`src/hdl/ftw_fifo.sv`:
```
// ----------------------------------------------------------------------------
// ftw_fifo
// Small register queue carrying one struct per entry.
// ----------------------------------------------------------------------------
module ftw_fifo #(
  parameter type         T     = logic,
  parameter int unsigned DEPTH = 4,
  localparam int unsigned PW = (DEPTH > 1) ? $clog2(DEPTH) : 1,
  localparam int unsigned CW = $clog2(DEPTH + 1)
) (
  input  logic clk_i,
  input  logic rst_ni,
  input  logic push_i,
  input  T     data_i,
  output logic full_o,
  input  logic pop_i,
  output T     data_o,
  output logic empty_o
);

  T                entry_q [DEPTH];
  logic [PW-1:0]   wr_q, wr_d, rd_q, rd_d;
  logic [CW-1:0]   cnt_q, cnt_d;
  logic            do_push, do_pop;

  assign full_o  = (cnt_q == CW'(DEPTH));
  assign empty_o = (cnt_q == '0);
  assign do_push = push_i && !full_o;
  assign do_pop  = pop_i && !empty_o;
  assign data_o  = entry_q[rd_q];

  always_comb begin
    wr_d  = wr_q;
    rd_d  = rd_q;
    cnt_d = cnt_q;
    if (do_push) begin
      wr_d = (wr_q == PW'(DEPTH - 1)) ? '0 : wr_q + PW'(1);
    end
    if (do_pop) begin
      rd_d = (rd_q == PW'(DEPTH - 1)) ? '0 : rd_q + PW'(1);
    end
    if (do_push && !do_pop) begin
      cnt_d = cnt_q + CW'(1);
    end else if (do_pop && !do_push) begin
      cnt_d = cnt_q - CW'(1);
    end
  end

  always_ff @(posedge clk_i or negedge rst_ni) begin
    if (!rst_ni) begin
      wr_q  <= '0;
      rd_q  <= '0;
      cnt_q <= '0;
    end else begin
      wr_q  <= wr_d;
      rd_q  <= rd_d;
      cnt_q <= cnt_d;
    end
  end

  always_ff @(posedge clk_i) begin
    if (do_push) begin
      entry_q[wr_q] <= data_i;
    end
  end

endmodule

```
`config.mk`:
```
export PLATFORM = sky130hd
export DESIGN_NAME = ftw_fifo
export DESIGN_NICKNAME = d
export VERILOG_FILES = /design/src/hdl/ftw_fifo.sv
export SDC_FILE = /design/constraint.sdc
export NUM_CORES = 1
export LEC_CHECK = 0
export BUFFER_PORTS_ARGS = -buffer_cell sky130_fd_sc_hd__buf_2
export CAP_MARGIN = 0
export CORE_ASPECT_RATIO = 0.9
export CORE_MARGIN = 2
export CORE_UTILIZATION = 40
export CTS_BUF_LIST = sky130_fd_sc_hd__clkbuf_4
export DETAILED_ROUTE_END_ITERATION = 8
export GPL_ROUTABILITY_DRIVEN = 0
export PLACE_DENSITY = 0.62
export SLEW_MARGIN = 20
export SYNTH_ARGS = -nofsm -noshare
export SYNTH_HDL_FRONTEND = slang
export SYNTH_SLANG_ARGS = --single-unit
```
`constraint.sdc`:
```
create_clock -name clk_i -period 2.27 [get_ports clk_i]
set_input_delay 0.1135 -clock clk_i [delete_from_list [all_inputs] [get_ports clk_i]]
set_output_delay 0.1135 -clock clk_i [all_outputs]
set_load 0.01 [all_outputs]
```
==> results of run 1 <==
[what timing repair did]
action / in CTS / in global routing
setup endpoints to repair: 0 / 0
hold endpoints to repair: 7 / 0
hold buffers: 1 / 0
[routing by layer]
| metal | global-route usage [%] | vias up |
|---|---|---|
| li1 | - | 165 |
| met1 | 14.09 | 151 |
| met2 | 19.57 | 5 |
| met3 | 3.965 | 0 |
| met4 | 6.618 | 0 |
| met5 | 0 | - |
[cell type report]
| class | instances | share of cell area [%] |
|---|---|---|
| repair buffers | 9 | 7.623 |
| inverters | 3 | 1.633 |
| multi-input cells | 27 | 40.83 |
| well taps | 15 | 2.722 |
| flip-flops and latches | 11 | 42.83 |
| clock buffers | 4 | 4.356 |
[synth_stat cells]
| master | instances | area share (%) |
|---|---|---|
| sky130_fd_sc_hd__buf_6 | 1 | 1.9 |
| sky130_fd_sc_hd__nand2b_2 | 1 | 1.5 |
| sky130_fd_sc_hd__xnor2_1 | 1 | 1.5 |
| sky130_fd_sc_hd__nor3b_2 | 1 | 2.1 |
| sky130_fd_sc_hd__fa_1 | 1 | 3.3 |
| sky130_fd_sc_hd__dfrtp_1 | 7 | 29 |
| sky130_fd_sc_hd__mux4_2 | 1 | 3.8 |
| sky130_fd_sc_hd__edfxtp_1 | 4 | 20 |
| sky130_fd_sc_hd__ha_1 | 6 | 13 |
| sky130_fd_sc_hd__nor2b_1 | 1 | 1.0 |
| sky130_fd_sc_hd__inv_1 | 3 | 1.9 |
| sky130_fd_sc_hd__and2_2 | 4 | 5.0 |
| sky130_fd_sc_hd__nor3_1 | 1 | 0.83 |
| sky130_fd_sc_hd__mux2_2 | 3 | 5.6 |
| sky130_fd_sc_hd__nor2_1 | 3 | 1.9 |
| sky130_fd_sc_hd__mux2_4 | 2 | 5.0 |
| sky130_fd_sc_hd__xor2_1 | 2 | 2.9 |
[power by group through the flow]
stage | registers [uW] | clock network, uW | logic (uW)
after floorplan | 360 | 0 | 305
after CTS | 374 | 150 | 378
after global routing | 390 | 160 | 430
after global placement | 373 | 0 | 367
after detailed placement | 377 | 0 | 377
final | 373 | 143 | 372
[metrics by stage]
stage / hold WS [ns] / utilization [%] / cell area, um2 / worst slack, ns
2_1_floorplan: -0.1821 / - / 599.3 / 0.2317
3_3_place_gp: -0.03904 / 45.37 / 649.4 / 0.3362
3_5_place_dp: -0.03997 / 45.37 / 649.4 / 0.2750
4_1_cts: 0.06595 / 48.16 / 689.4 / 0.2697
5_1_grt: 0.06179 / 48.16 / 689.4 / 0.1200
6_report: 0.06732 / 48.16 / 689.4 / 0.2830
[worst max-delay path, stage by stage (launching register included)]
cell	delay, ns
sky130_fd_sc_hd__dfrtp_1	0.45
sky130_fd_sc_hd__nor3_1	0.25
sky130_fd_sc_hd__nand2b_2	0.20
sky130_fd_sc_hd__ha_1	0.18
sky130_fd_sc_hd__inv_1	0.06
sky130_fd_sc_hd__fa_1	0.38
sky130_fd_sc_hd__xor2_1	0.15
sky130_fd_sc_hd__nor2_1	0.11
sky130_fd_sc_hd__xor2_1	0.14
[state kept, by name (all words and copies together), names as in the netlist]
name and count:
rd_q 2, cnt_q 3, entry_q 4, wr_q 2
[how the worst min path moves through the flow]
stage	start	end	slack (ns)	depth (start not counted)
3_3_place_gp	rst_ni	rd_q[0]	-0.04	1
6_report	data_i	entry_q[3]	0.07	1
4_1_cts	data_i	entry_q[3]	0.07	1
5_1_grt	data_i	entry_q[3]	0.06	1
3_5_place_dp	rst_ni	rd_q[1]	-0.04	1
2_1_floorplan	rst_ni	cnt_q[0]	-0.18	0
[cells by family (layout without fill, tap and decap cells)]
kind of cell / after synthesis / after routing
flip-flops: 11 / 11
AND/OR/NAND/NOR: 11 / 11
XOR/XNOR: 3 / 3
multiplexers: 6 / 6
adder cells (fa/ha/maj): 7 / 7
buffers and inverters: 4 / 16
==> summary.txt, run 1 <==
Logic synthesis
  • Dominant combinational cell family by area after synthesis: adder cells
  • Compound-cell area share of the yosys netlist: 0%
  • Simple-gate portion of the synthesized area: 12.32%
  • Portion of the post-synthesis area used by sequential elements: 49.27%
  • Syn_area_per_cell: 14.27 um2
  • Post-synthesis cell type count: 17
  • Syn nets: 54
  • Multiplexer fraction of the synthesized cell area: 14.41%
  • Xor-xnor portion of the synthesized cell area: 4.384%
  • Cells after Synth: 42
  • Yosys warning count: 0
  • Adder-cell area share of the yosys netlist: 15.87%
  • Number of flip-flops and latches in the synthesized netlist: 11
  • Cell area after technology mapping: 599.3 um2

STA
  • Final number of max-transition violations: 0
  • Highest clock frequency the design can meet: 0.5033 GHz
  • Worst Clk Skew: 0.001724 ns
  • Transition at the pin with the smallest max-transition slack: 0.2051 ns
  • Number of endpoints with negative hold slack in the final report: 0
  • Final period utilization: 87.53%
  • Relative slew slack: 86.22%
  • Final worst path period need: 1.987 ns
  • Number of endpoints failing setup at the final stage: 0
  • Unrepaired setup endpoints after global routing: no
  • Final TNS setup: 0 ns

Critical path
  • Minimum setup slack among reg-to-reg paths: 0.28 ns
  • Data required time of the worst path: 2.46 ns
  • Largest fanout on the critical path: 4
  • Worst R2R Start: cnt_q[0]
  • Cell count of the worst reg-to-reg path: 8
  • Start point of the critical path: cnt_q[0]
  • Critical path launch point type: register
  • End of the worst register-to-register path: cnt_q[2]
  • Type of element capturing the critical path: register
  • CP Data Arrival Time: 2.18 ns
  • Kind of critical path: register to register
  • End of the critical path: cnt_q[2]

Pwr
  • Relative contribution of sequential cells to total power: 42.0%
  • Largest voltage drop on the vdd net: 0.5775 mV
  • Total internal power: 594.0 uW
  • Leak Pwr: 0.0003196 uW
  • Clock share of power: 16.1%
  • Logic gate share of total power: 41.9%
  • Net load switching power: 294.4 uW
  • Power, Total: 888.4 uW
  • Power per standard cell area: 1289 mW/mm2
  • Fraction of power spent switching nets: 33.14%

Drt
  • Remaining routing DRC violations: 0
  • DR WL met3: 35 um
  • Total number of vias: 321
  • Drt wl/cell: 11.77 um
  • Max layer used: met3
  • Total wire length: 812 um
  • Count of nets left with antenna violations after detail routing: 0
  • Length of routed wiring on met1: 426 um
  • Total length of routed met2 wires: 350 um
  • Post-DR vias/cell: 4.652
  • Violation count after the first detailed-routing iteration: 1
  • Pre-Repair DR Iteration Count: 4

Place
  • Number of instances in the placed design: 64
  • Buffers on Ports: 7
  • HPWL after detailed placement: 625.1 um

Global route
  • Aggregate global routing overflow: 0
  • Vias in the first global route: 333
  • Total GRT Usage: 11.93%
  • Maximum number of pins on one net before global-route repair: 8
  • Global-route wire length before repair: 1414 um
  • Antenna violations before repair: 0

Floorplanning
  • Area enclosed by the die boundary: 0.001824 mm2
  • Core ar.: 0.001431 mm2
  • Cell Rows: 13
  • Die Width: 44.80 um
  • Initial Utilization: 41.87%
  • I/O pin cnt: 8
  • Floorplan die height: 40.72 um

Clock network
  • Deepest clock path buffer count: 2
  • Clk_lat worst skew: 0.26 ns
  • CTS Buf Count: 3
  • Quantity of gates resized following cts: 0
  • Number of H-tree levels: 1
  • Clock net sink count: 11
  • Clk pin slew, worst setup/hold paths: 0.07 ns
  • Post-CTS setup-driven buffer insertion count: 0
  • Clock tree from TritonCTS: done
  • CTS Root Cell: sky130_fd_sc_hd__clkbuf_4

Layout
  • Non-filler cells, final: 69
  • Layout cells sized above 1: 44.44%
  • Filler cell count: 124
  • Number of nets at the end of the flow: 67
  • Layout Area Growth over Synthesis: 15.03%
  • Area of the multi-input gates: 281.5 um2
  • Most used cells in the layout excluding fill and tap cells: sky130_fd_sc_hd__dfrtp_1 (7), sky130_fd_sc_hd__buf_2 (7), sky130_fd_sc_hd__ha_1 (6)
  • Flip-flop and latch area: 295.3 um2
  • Number of antenna repair diodes: 0

Run status
  • Result of the run: finished clean

Worst hold path
  • Worst hold path class: input pin to register

Job
  • Count of maximum capacitance violations: 0
(Power assumes the default switching activity.)
==> run 2, diff against run 1 <==
--- a/config.mk
+++ b/config.mk
@@ -7,13 +7,15 @@
 export LEC_CHECK = 0
 export BUFFER_PORTS_ARGS = -buffer_cell sky130_fd_sc_hd__buf_2
 export CAP_MARGIN = 0
+export CELL_PAD_IN_SITES_DETAIL_PLACEMENT = 0
+export CELL_PAD_IN_SITES_GLOBAL_PLACEMENT = 1
 export CORE_ASPECT_RATIO = 0.9
 export CORE_MARGIN = 2
 export CORE_UTILIZATION = 40
 export CTS_BUF_LIST = sky130_fd_sc_hd__clkbuf_4
 export DETAILED_ROUTE_END_ITERATION = 8
 export GPL_ROUTABILITY_DRIVEN = 0
-export PLACE_DENSITY = 0.62
+export PLACE_DENSITY = 0.72
 export SLEW_MARGIN = 20
 export SYNTH_ARGS = -nofsm -noshare
 export SYNTH_HDL_FRONTEND = slang
==> summary.txt, run 2 (synthesis gave the netlist of run 1 again) <==
Pwr
  • Leak Pwr: 0.0003196 uW (unchanged)
  • Power per standard cell area: 1295 mW/mm2 (was 1289 mW/mm2)
  • Largest voltage drop on the vdd net: 0.5777 mV (was 0.5775 mV)

Clock network
  • Clk pin slew, worst setup/hold paths: 0.07 ns (about the same)
  • Quantity of gates resized following cts: 0 (unchanged)
  • Clock tree from TritonCTS: done (unchanged)
  • Clock net sink count: 11 (unchanged)
  • Number of H-tree levels: 1 (unchanged)
  • Clk_lat worst skew: 0.26 ns (about the same)
  • CTS Buf Count: 3 (unchanged)
  • CTS Root Cell: sky130_fd_sc_hd__clkbuf_4 (unchanged)
  • Deepest clock path buffer count: 2 (unchanged)

Layout
  • Finished Cell Area: 689.4 um2 (unchanged)
  • Flip-flop and latch area: 295.3 um2 (unchanged)
  • Most flop-heavy register: entry_q (unchanged)
  • Number of antenna repair diodes: 0 (unchanged)
  • Filler cell count: 136 (was 124)
  • Number of nets at the end of the flow: 67 (unchanged)
  • Max reg flops: 4 (unchanged)
  • Most used cells in the layout excluding fill and tap cells: sky130_fd_sc_hd__dfrtp_1 (7), sky130_fd_sc_hd__buf_2 (7), sky130_fd_sc_hd__ha_1 (6) (unchanged)
  • Layout cells sized above 1: 44.44% (unchanged)
  • Non-filler cells, final: 69 (unchanged)
  • Layout Area Growth over Synthesis: 15.03% (unchanged)
  • Area of the multi-input gates: 281.5 um2 (unchanged)
  • Core Util, Final: 48.16% (unchanged)
  • Largest regs: entry_q (4), cnt_q (3) (unchanged)

Critical path
  • Kind of critical path: register to register (unchanged)
  • Data required time of the worst path: 2.46 ns (about the same)
  • CP Data Arrival Time: 2.16 ns (was 2.18 ns)
  • Largest fanout on the critical path: 4 (unchanged)
  • WP buf/inv: 1 (unchanged)
  • Top cell family by delay on the critical path: adder cells (was simple AND/OR/NAND/NOR gates)
  • Critical path launch point type: register (unchanged)
  • Critical Path Slowest Stage Cell: sky130_fd_sc_hd__dfrtp_1 (unchanged)
  • Cell repeated most along the worst path: sky130_fd_sc_hd__xor2_1 (unchanged)
  • Stage delay of the slowest cell on the critical path: 0.45 ns (about the same)
  • Type of element capturing the critical path: register (unchanged)
  • Cells along the critical path: nor3_1 > nand2b_2 > ha_1 > inv_1 > fa_1 > xor2_1 > nor2_1 > xor2_1 (unchanged)

Drt
  • Drt wl/cell: 12.29 um (was 11.77 um)
  • Violation count after the first detailed-routing iteration: 5 (was 1)
  • Pre-Repair DR Iteration Count: 3 (was 4)
  • Post-DR vias/cell: 4.696 (was 4.652)
  • Total wire length: 848 um (was 812 um)
  • Total number of vias: 324 (was 321)
  • Count of nets left with antenna violations after detail routing: 0 (unchanged)
  • Remaining routing DRC violations: 0 (unchanged)

Floorplanning
  • Initial Utilization: 41.87% (unchanged)
  • Core ar.: 0.001431 mm2 (unchanged)
  • I/O pin cnt: 8 (unchanged)
  • Die Width: 44.80 um (unchanged)
  • Cell Rows: 13 (unchanged)
  • Floorplan die height: 40.72 um (unchanged)
  • Area enclosed by the die boundary: 0.001824 mm2 (unchanged)

STA
  • Transition at the pin with the smallest max-transition slack: 0.2155 ns (was 0.2051 ns)
  • Final number of max-transition violations: 0 (unchanged)
  • Number of endpoints with negative hold slack in the final report: 0 (unchanged)
  • Highest clock frequency the design can meet: 0.5069 GHz (was 0.5033 GHz)
  • Final TNS setup: 0 ns (unchanged)
  • Final worst path period need: 1.973 ns (was 1.987 ns)
  • Worst Clk Skew: 0.001279 ns (was 0.001724 ns)
  • Number of endpoints failing setup at the final stage: 0 (unchanged)
  • Final period utilization: 86.91% (was 87.53%)
  • Unrepaired setup endpoints after global routing: no (unchanged)
  • Relative slew slack: 85.63% (was 86.22%)

Worst hold path
  • Worst hold path class: input pin to register (unchanged)

Global route
  • Global-route wire length before repair: 1462 um (was 1414 um)
  • Aggregate global routing overflow: 0 (unchanged)
  • Antenna violations before repair: 0 (unchanged)
  • Vias in the first global route: 338 (was 333)
  • Maximum number of pins on one net before global-route repair: 8 (unchanged)
  • Total GRT Usage: 12.06% (was 11.93%)

Place
  • DP Area: 649.4 um2 (unchanged)
  • Buffers on Ports: 7 (unchanged)
  • Number of instances in the placed design: 64 (unchanged)

Run status
  • Result of the run: finished clean (unchanged)

Job
  • Count of maximum capacitance violations: 0 (unchanged)
run 2: final cells by class:
type                    count  area share [%]
clock buffers               4           4.356
flip-flops and latches     11           42.83
multi-input cells          27           40.83
well taps                  15           2.722
repair buffers              9           7.623
inverters                   3           1.633
run 2: what timing repair did:
action                                  4_1_cts  5_1_grt
hold buffers                                  1        0
setup buffers                                 0        0
endpoints found under the setup margin        0        0
hold endpoints to repair                      7        0
run 2: final timing paths:
check | from | endpoint | slack, ns | depth (start not counted)
worst max register to register | cnt_q[0] | cnt_q[2] | 0.30 | 8
worst min register to register | cnt_q[2] | cnt_q[2] | 0.50 | 1
worst min-delay path | data_i | entry_q[1] | 0.07 | 1
max in group asynchronous | rst_ni | wr_q[0] | 1.89 | 2
min in group asynchronous | rst_ni | rd_q[1] | 0.22 | 2
worst max-delay path | cnt_q[0] | cnt_q[2] | 0.30 | 8
run 2: report_power, final:
group / total, uW / leakage [uW] / switching (uW) / internal (uW)
combinational: 378 / 0.000182 / 153 / 225
clock: 140 / 0.0000184 / 60.2 / 79.8
sequential: 375 / 0.000119 / 83.7 / 291
run 2: stage by stage:
step | setup slack (ns) | hold WS, ns | power [uW]
2_1_floorplan | 0.2317 | -0.1821 | 664.9
3_3_place_gp | 0.3570 | -0.04714 | 722.4
3_5_place_dp | 0.2961 | -0.04070 | 765.3
4_1_cts | 0.2700 | 0.06917 | 914.2
5_1_grt | 0.1118 | 0.06219 | 984.2
6_report | 0.2971 | 0.07421 | 893.1
run 2: worst reg2reg max path, cell delays in order, from the launching register on:
cell                       delay, ns
sky130_fd_sc_hd__dfrtp_1        0.45
sky130_fd_sc_hd__nor3_1         0.24
sky130_fd_sc_hd__nand2b_2       0.19
sky130_fd_sc_hd__ha_1           0.19
sky130_fd_sc_hd__inv_1          0.06
sky130_fd_sc_hd__fa_1           0.38
sky130_fd_sc_hd__xor2_1         0.15
sky130_fd_sc_hd__nor2_1         0.11
sky130_fd_sc_hd__xor2_1         0.15
run 2: metal layers:
| layer | part of all wire [%] | track usage [%] |
|---|---|---|
| met1 | 43 | 12.81 |
| met2 | 52 | 21.74 |
| met3 | 4.0 | 5.286 |
| met4 | 0 | 4.412 |
| met5 | 0 | 0 |
==> run 3, diff against run 2 <==
--- a/config.mk
+++ b/config.mk
@@ -9,7 +9,6 @@
 export CAP_MARGIN = 0
 export CELL_PAD_IN_SITES_DETAIL_PLACEMENT = 0
 export CELL_PAD_IN_SITES_GLOBAL_PLACEMENT = 1
-export CORE_ASPECT_RATIO = 0.9
 export CORE_MARGIN = 2
 export CORE_UTILIZATION = 40
 export CTS_BUF_LIST = sky130_fd_sc_hd__clkbuf_4
==> constraint.sdc (replaced) <==
create_clock -name clk_i -period 2.27 [get_ports clk_i]
set_input_delay 0.454 -clock clk_i [delete_from_list [all_inputs] [get_ports clk_i]]
set_output_delay 0.454 -clock clk_i [all_outputs]
set_load 0.01 [all_outputs]
==> summary.txt, run 3 (synthesis gave the netlist of run 1 again) <==
Run status
  • Result of the run: finished clean (unchanged)

Clock network
  • Quantity of gates resized following cts: 0 (unchanged)
  • CTS Buf Count: 3 (unchanged)
  • Clk pin slew, worst setup/hold paths: 0.07 ns (about the same)
  • Clk_lat worst skew: 0.27 ns (was 0.26 ns)
  • Clock net sink count: 11 (unchanged)
  • Number of H-tree levels: 1 (unchanged)
  • CTS Root Cell: sky130_fd_sc_hd__clkbuf_4 (unchanged)
  • Clock tree from TritonCTS: done (unchanged)
  • Deepest clock path buffer count: 2 (unchanged)
  • Post-CTS Hold Fix Bufs: 0 (was 1)
  • Post-CTS setup-driven buffer insertion count: 0 (unchanged)

STA
  • Final period utilization: 87.65% (was 86.91%)
  • Final worst path period need: 1.990 ns (was 1.973 ns)
  • Number of endpoints with negative hold slack in the final report: 0 (unchanged)
  • Final number of max-transition violations: 0 (unchanged)
  • Unrepaired setup endpoints after global routing: no (unchanged)
  • Worst Clk Skew: 0.0006856 ns (was 0.001279 ns)
  • Relative slew slack: 86.10% (was 85.63%)
  • Number of endpoints failing setup at the final stage: 0 (unchanged)
  • Transition at the pin with the smallest max-transition slack: 0.2080 ns (was 0.2155 ns)
  • Final TNS setup: 0 ns (unchanged)
  • Highest clock frequency the design can meet: 0.5026 GHz (was 0.5069 GHz)

Place
  • Buffers on Ports: 7 (unchanged)
  • DP Area: 649.4 um2 (unchanged)
  • HPWL after detailed placement: 706.2 um

Pwr
  • Power per standard cell area: 1308 mW/mm2 (was 1295 mW/mm2)
  • Largest voltage drop on the vdd net: 0.6035 mV (was 0.5777 mV)
  • Leak Pwr: 0.0003196 uW (unchanged)

Layout
  • Most used cells in the layout excluding fill and tap cells: sky130_fd_sc_hd__dfrtp_1 (7), sky130_fd_sc_hd__buf_2 (7), sky130_fd_sc_hd__ha_1 (6) (unchanged)
  • Layout cells sized above 1: 44.44% (unchanged)
  • Layout Area Growth over Synthesis: 15.03% (unchanged)
  • Largest regs: entry_q (4), cnt_q (3) (unchanged)
  • Number of nets at the end of the flow: 67 (unchanged)
  • Max reg flops: 4 (unchanged)
  • Number of antenna repair diodes: 0 (unchanged)
  • Finished Cell Area: 689.4 um2 (unchanged)
  • Filler cell count: 123 (was 136)
  • Most flop-heavy register: entry_q (unchanged)

Floorplanning
  • Floorplan die height: 42.71 um (was 40.72 um)
  • I/O pin cnt: 8 (unchanged)
  • Initial Utilization: 44.39% (was 41.87%)
  • Die Width: 42.71 um (was 44.80 um)
  • Core ar.: 0.001350 mm2 (was 0.001431 mm2)
  • Area enclosed by the die boundary: 0.001824 mm2 (about the same)
  • Cell Rows: 13 (unchanged)

Drt
  • Total number of vias: 338 (was 324)
  • Post-DR vias/cell: 4.899 (was 4.696)
  • Total wire length: 878 um (was 848 um)
  • Drt wl/cell: 12.72 um (was 12.29 um)
  • Violation count after the first detailed-routing iteration: 1 (was 5)
  • Count of nets left with antenna violations after detail routing: 0 (unchanged)
  • Pre-Repair DR Iteration Count: 3 (unchanged)
  • Remaining routing DRC violations: 0 (unchanged)

Global route
  • Aggregate global routing overflow: 0 (unchanged)
  • Total GRT Usage: 12.72% (was 12.06%)
  • Maximum number of pins on one net before global-route repair: 8 (unchanged)
  • Global-route wire length before repair: 1545 um (was 1462 um)
  • Vias in the first global route: 355 (was 338)
  • Antenna violations before repair: 0 (unchanged)

Critical path
  • Critical Path Slowest Stage Cell: sky130_fd_sc_hd__dfrtp_1 (unchanged)
  • Critical path launch point type: register (unchanged)
  • Cell repeated most along the worst path: sky130_fd_sc_hd__xor2_1 (unchanged)
  • Kind of critical path: register to register (unchanged)
  • Cells along the critical path: nor3_1 > nand2b_2 > ha_1 > inv_1 > fa_1 > xor2_1 > nor2_1 > xor2_1 (unchanged)
  • CP Data Arrival Time: 2.18 ns (was 2.16 ns)
  • Largest fanout on the critical path: 4 (unchanged)
  • Stage delay of the slowest cell on the critical path: 0.44 ns (was 0.45 ns)
  • Data required time of the worst path: 2.46 ns (about the same)
  • Type of element capturing the critical path: register (unchanged)

Worst hold path
  • Worst hold path class: input pin to register (unchanged)

Job
  • Count of maximum capacitance violations: 0 (unchanged)
-- run 3: area by class of cell --
type                            instances  area [um2]  share of cell area [%]
Clock buffer                            4       30.03                   4.356
Multi-Input combinational cell         27       281.5                   40.83
Tap cell                               15       18.77                   2.722
Sequential cell                        11       295.3                   42.83
Timing Repair Buffer                    9       52.55                   7.623
Inverter                                3       11.26                   1.633
-- run 3: critical path: cells and delay by family, from the launching register on --
family	cells	cell delay, ns
and+or+nand+nor	3	0.55
adders and majority gates	2	0.56
DFF	1	0.44
xor gates and xnor gates	2	0.31
buffers and inverters	1	0.06
-- run 3: final timing paths --
path	from	endpoint	slack [ns]	cells past startpoint
worst max-delay path	cnt_q[0]	cnt_q[2]	0.28	8
worst min-delay path	data_i	entry_q[3]	0.40	1
worst max register to register	cnt_q[0]	cnt_q[2]	0.28	8
worst min register to register	cnt_q[2]	cnt_q[2]	0.50	1
max in group asynchronous	rst_ni	cnt_q[1]	1.56	2
min in group asynchronous	rst_ni	rd_q[0]	0.55	2
-- run 3: report_power, final --
part           total (uW)  switching, uW  internal (uW)
clock network         145           64.9           80.0
registers             375           83.2            291
logic                 382            157            225
total                 902            305            596
-- run 3: per-layer routing --
metal | routed length (um) | vias to the layer above | GRT usage (%)
met5 | 0 | - | 0
met3 | 48 | 4 | 6.809
met1 | 367 | 164 | 12.74
met2 | 442 | 7 | 19.70
li1 | - | 163 | -
met4 | 20 | 0 | 9.375
-- run 3: metrics by stage --
stage                     setup WS (ns)  cells  hold WS [ns]  util (%)  power (uW)
after detailed placement         0.2987     64        0.2975     48.10       765.6
after CTS                        0.2584     68      0.004455     50.32       916.4
after global routing            0.08133     69        0.3810     51.07       987.7
after floorplan                  0.2317     42        0.1584         -       664.9
final                            0.2803     69        0.4002     51.07       901.6
after global placement           0.3901     64        0.2900     48.10       733.9
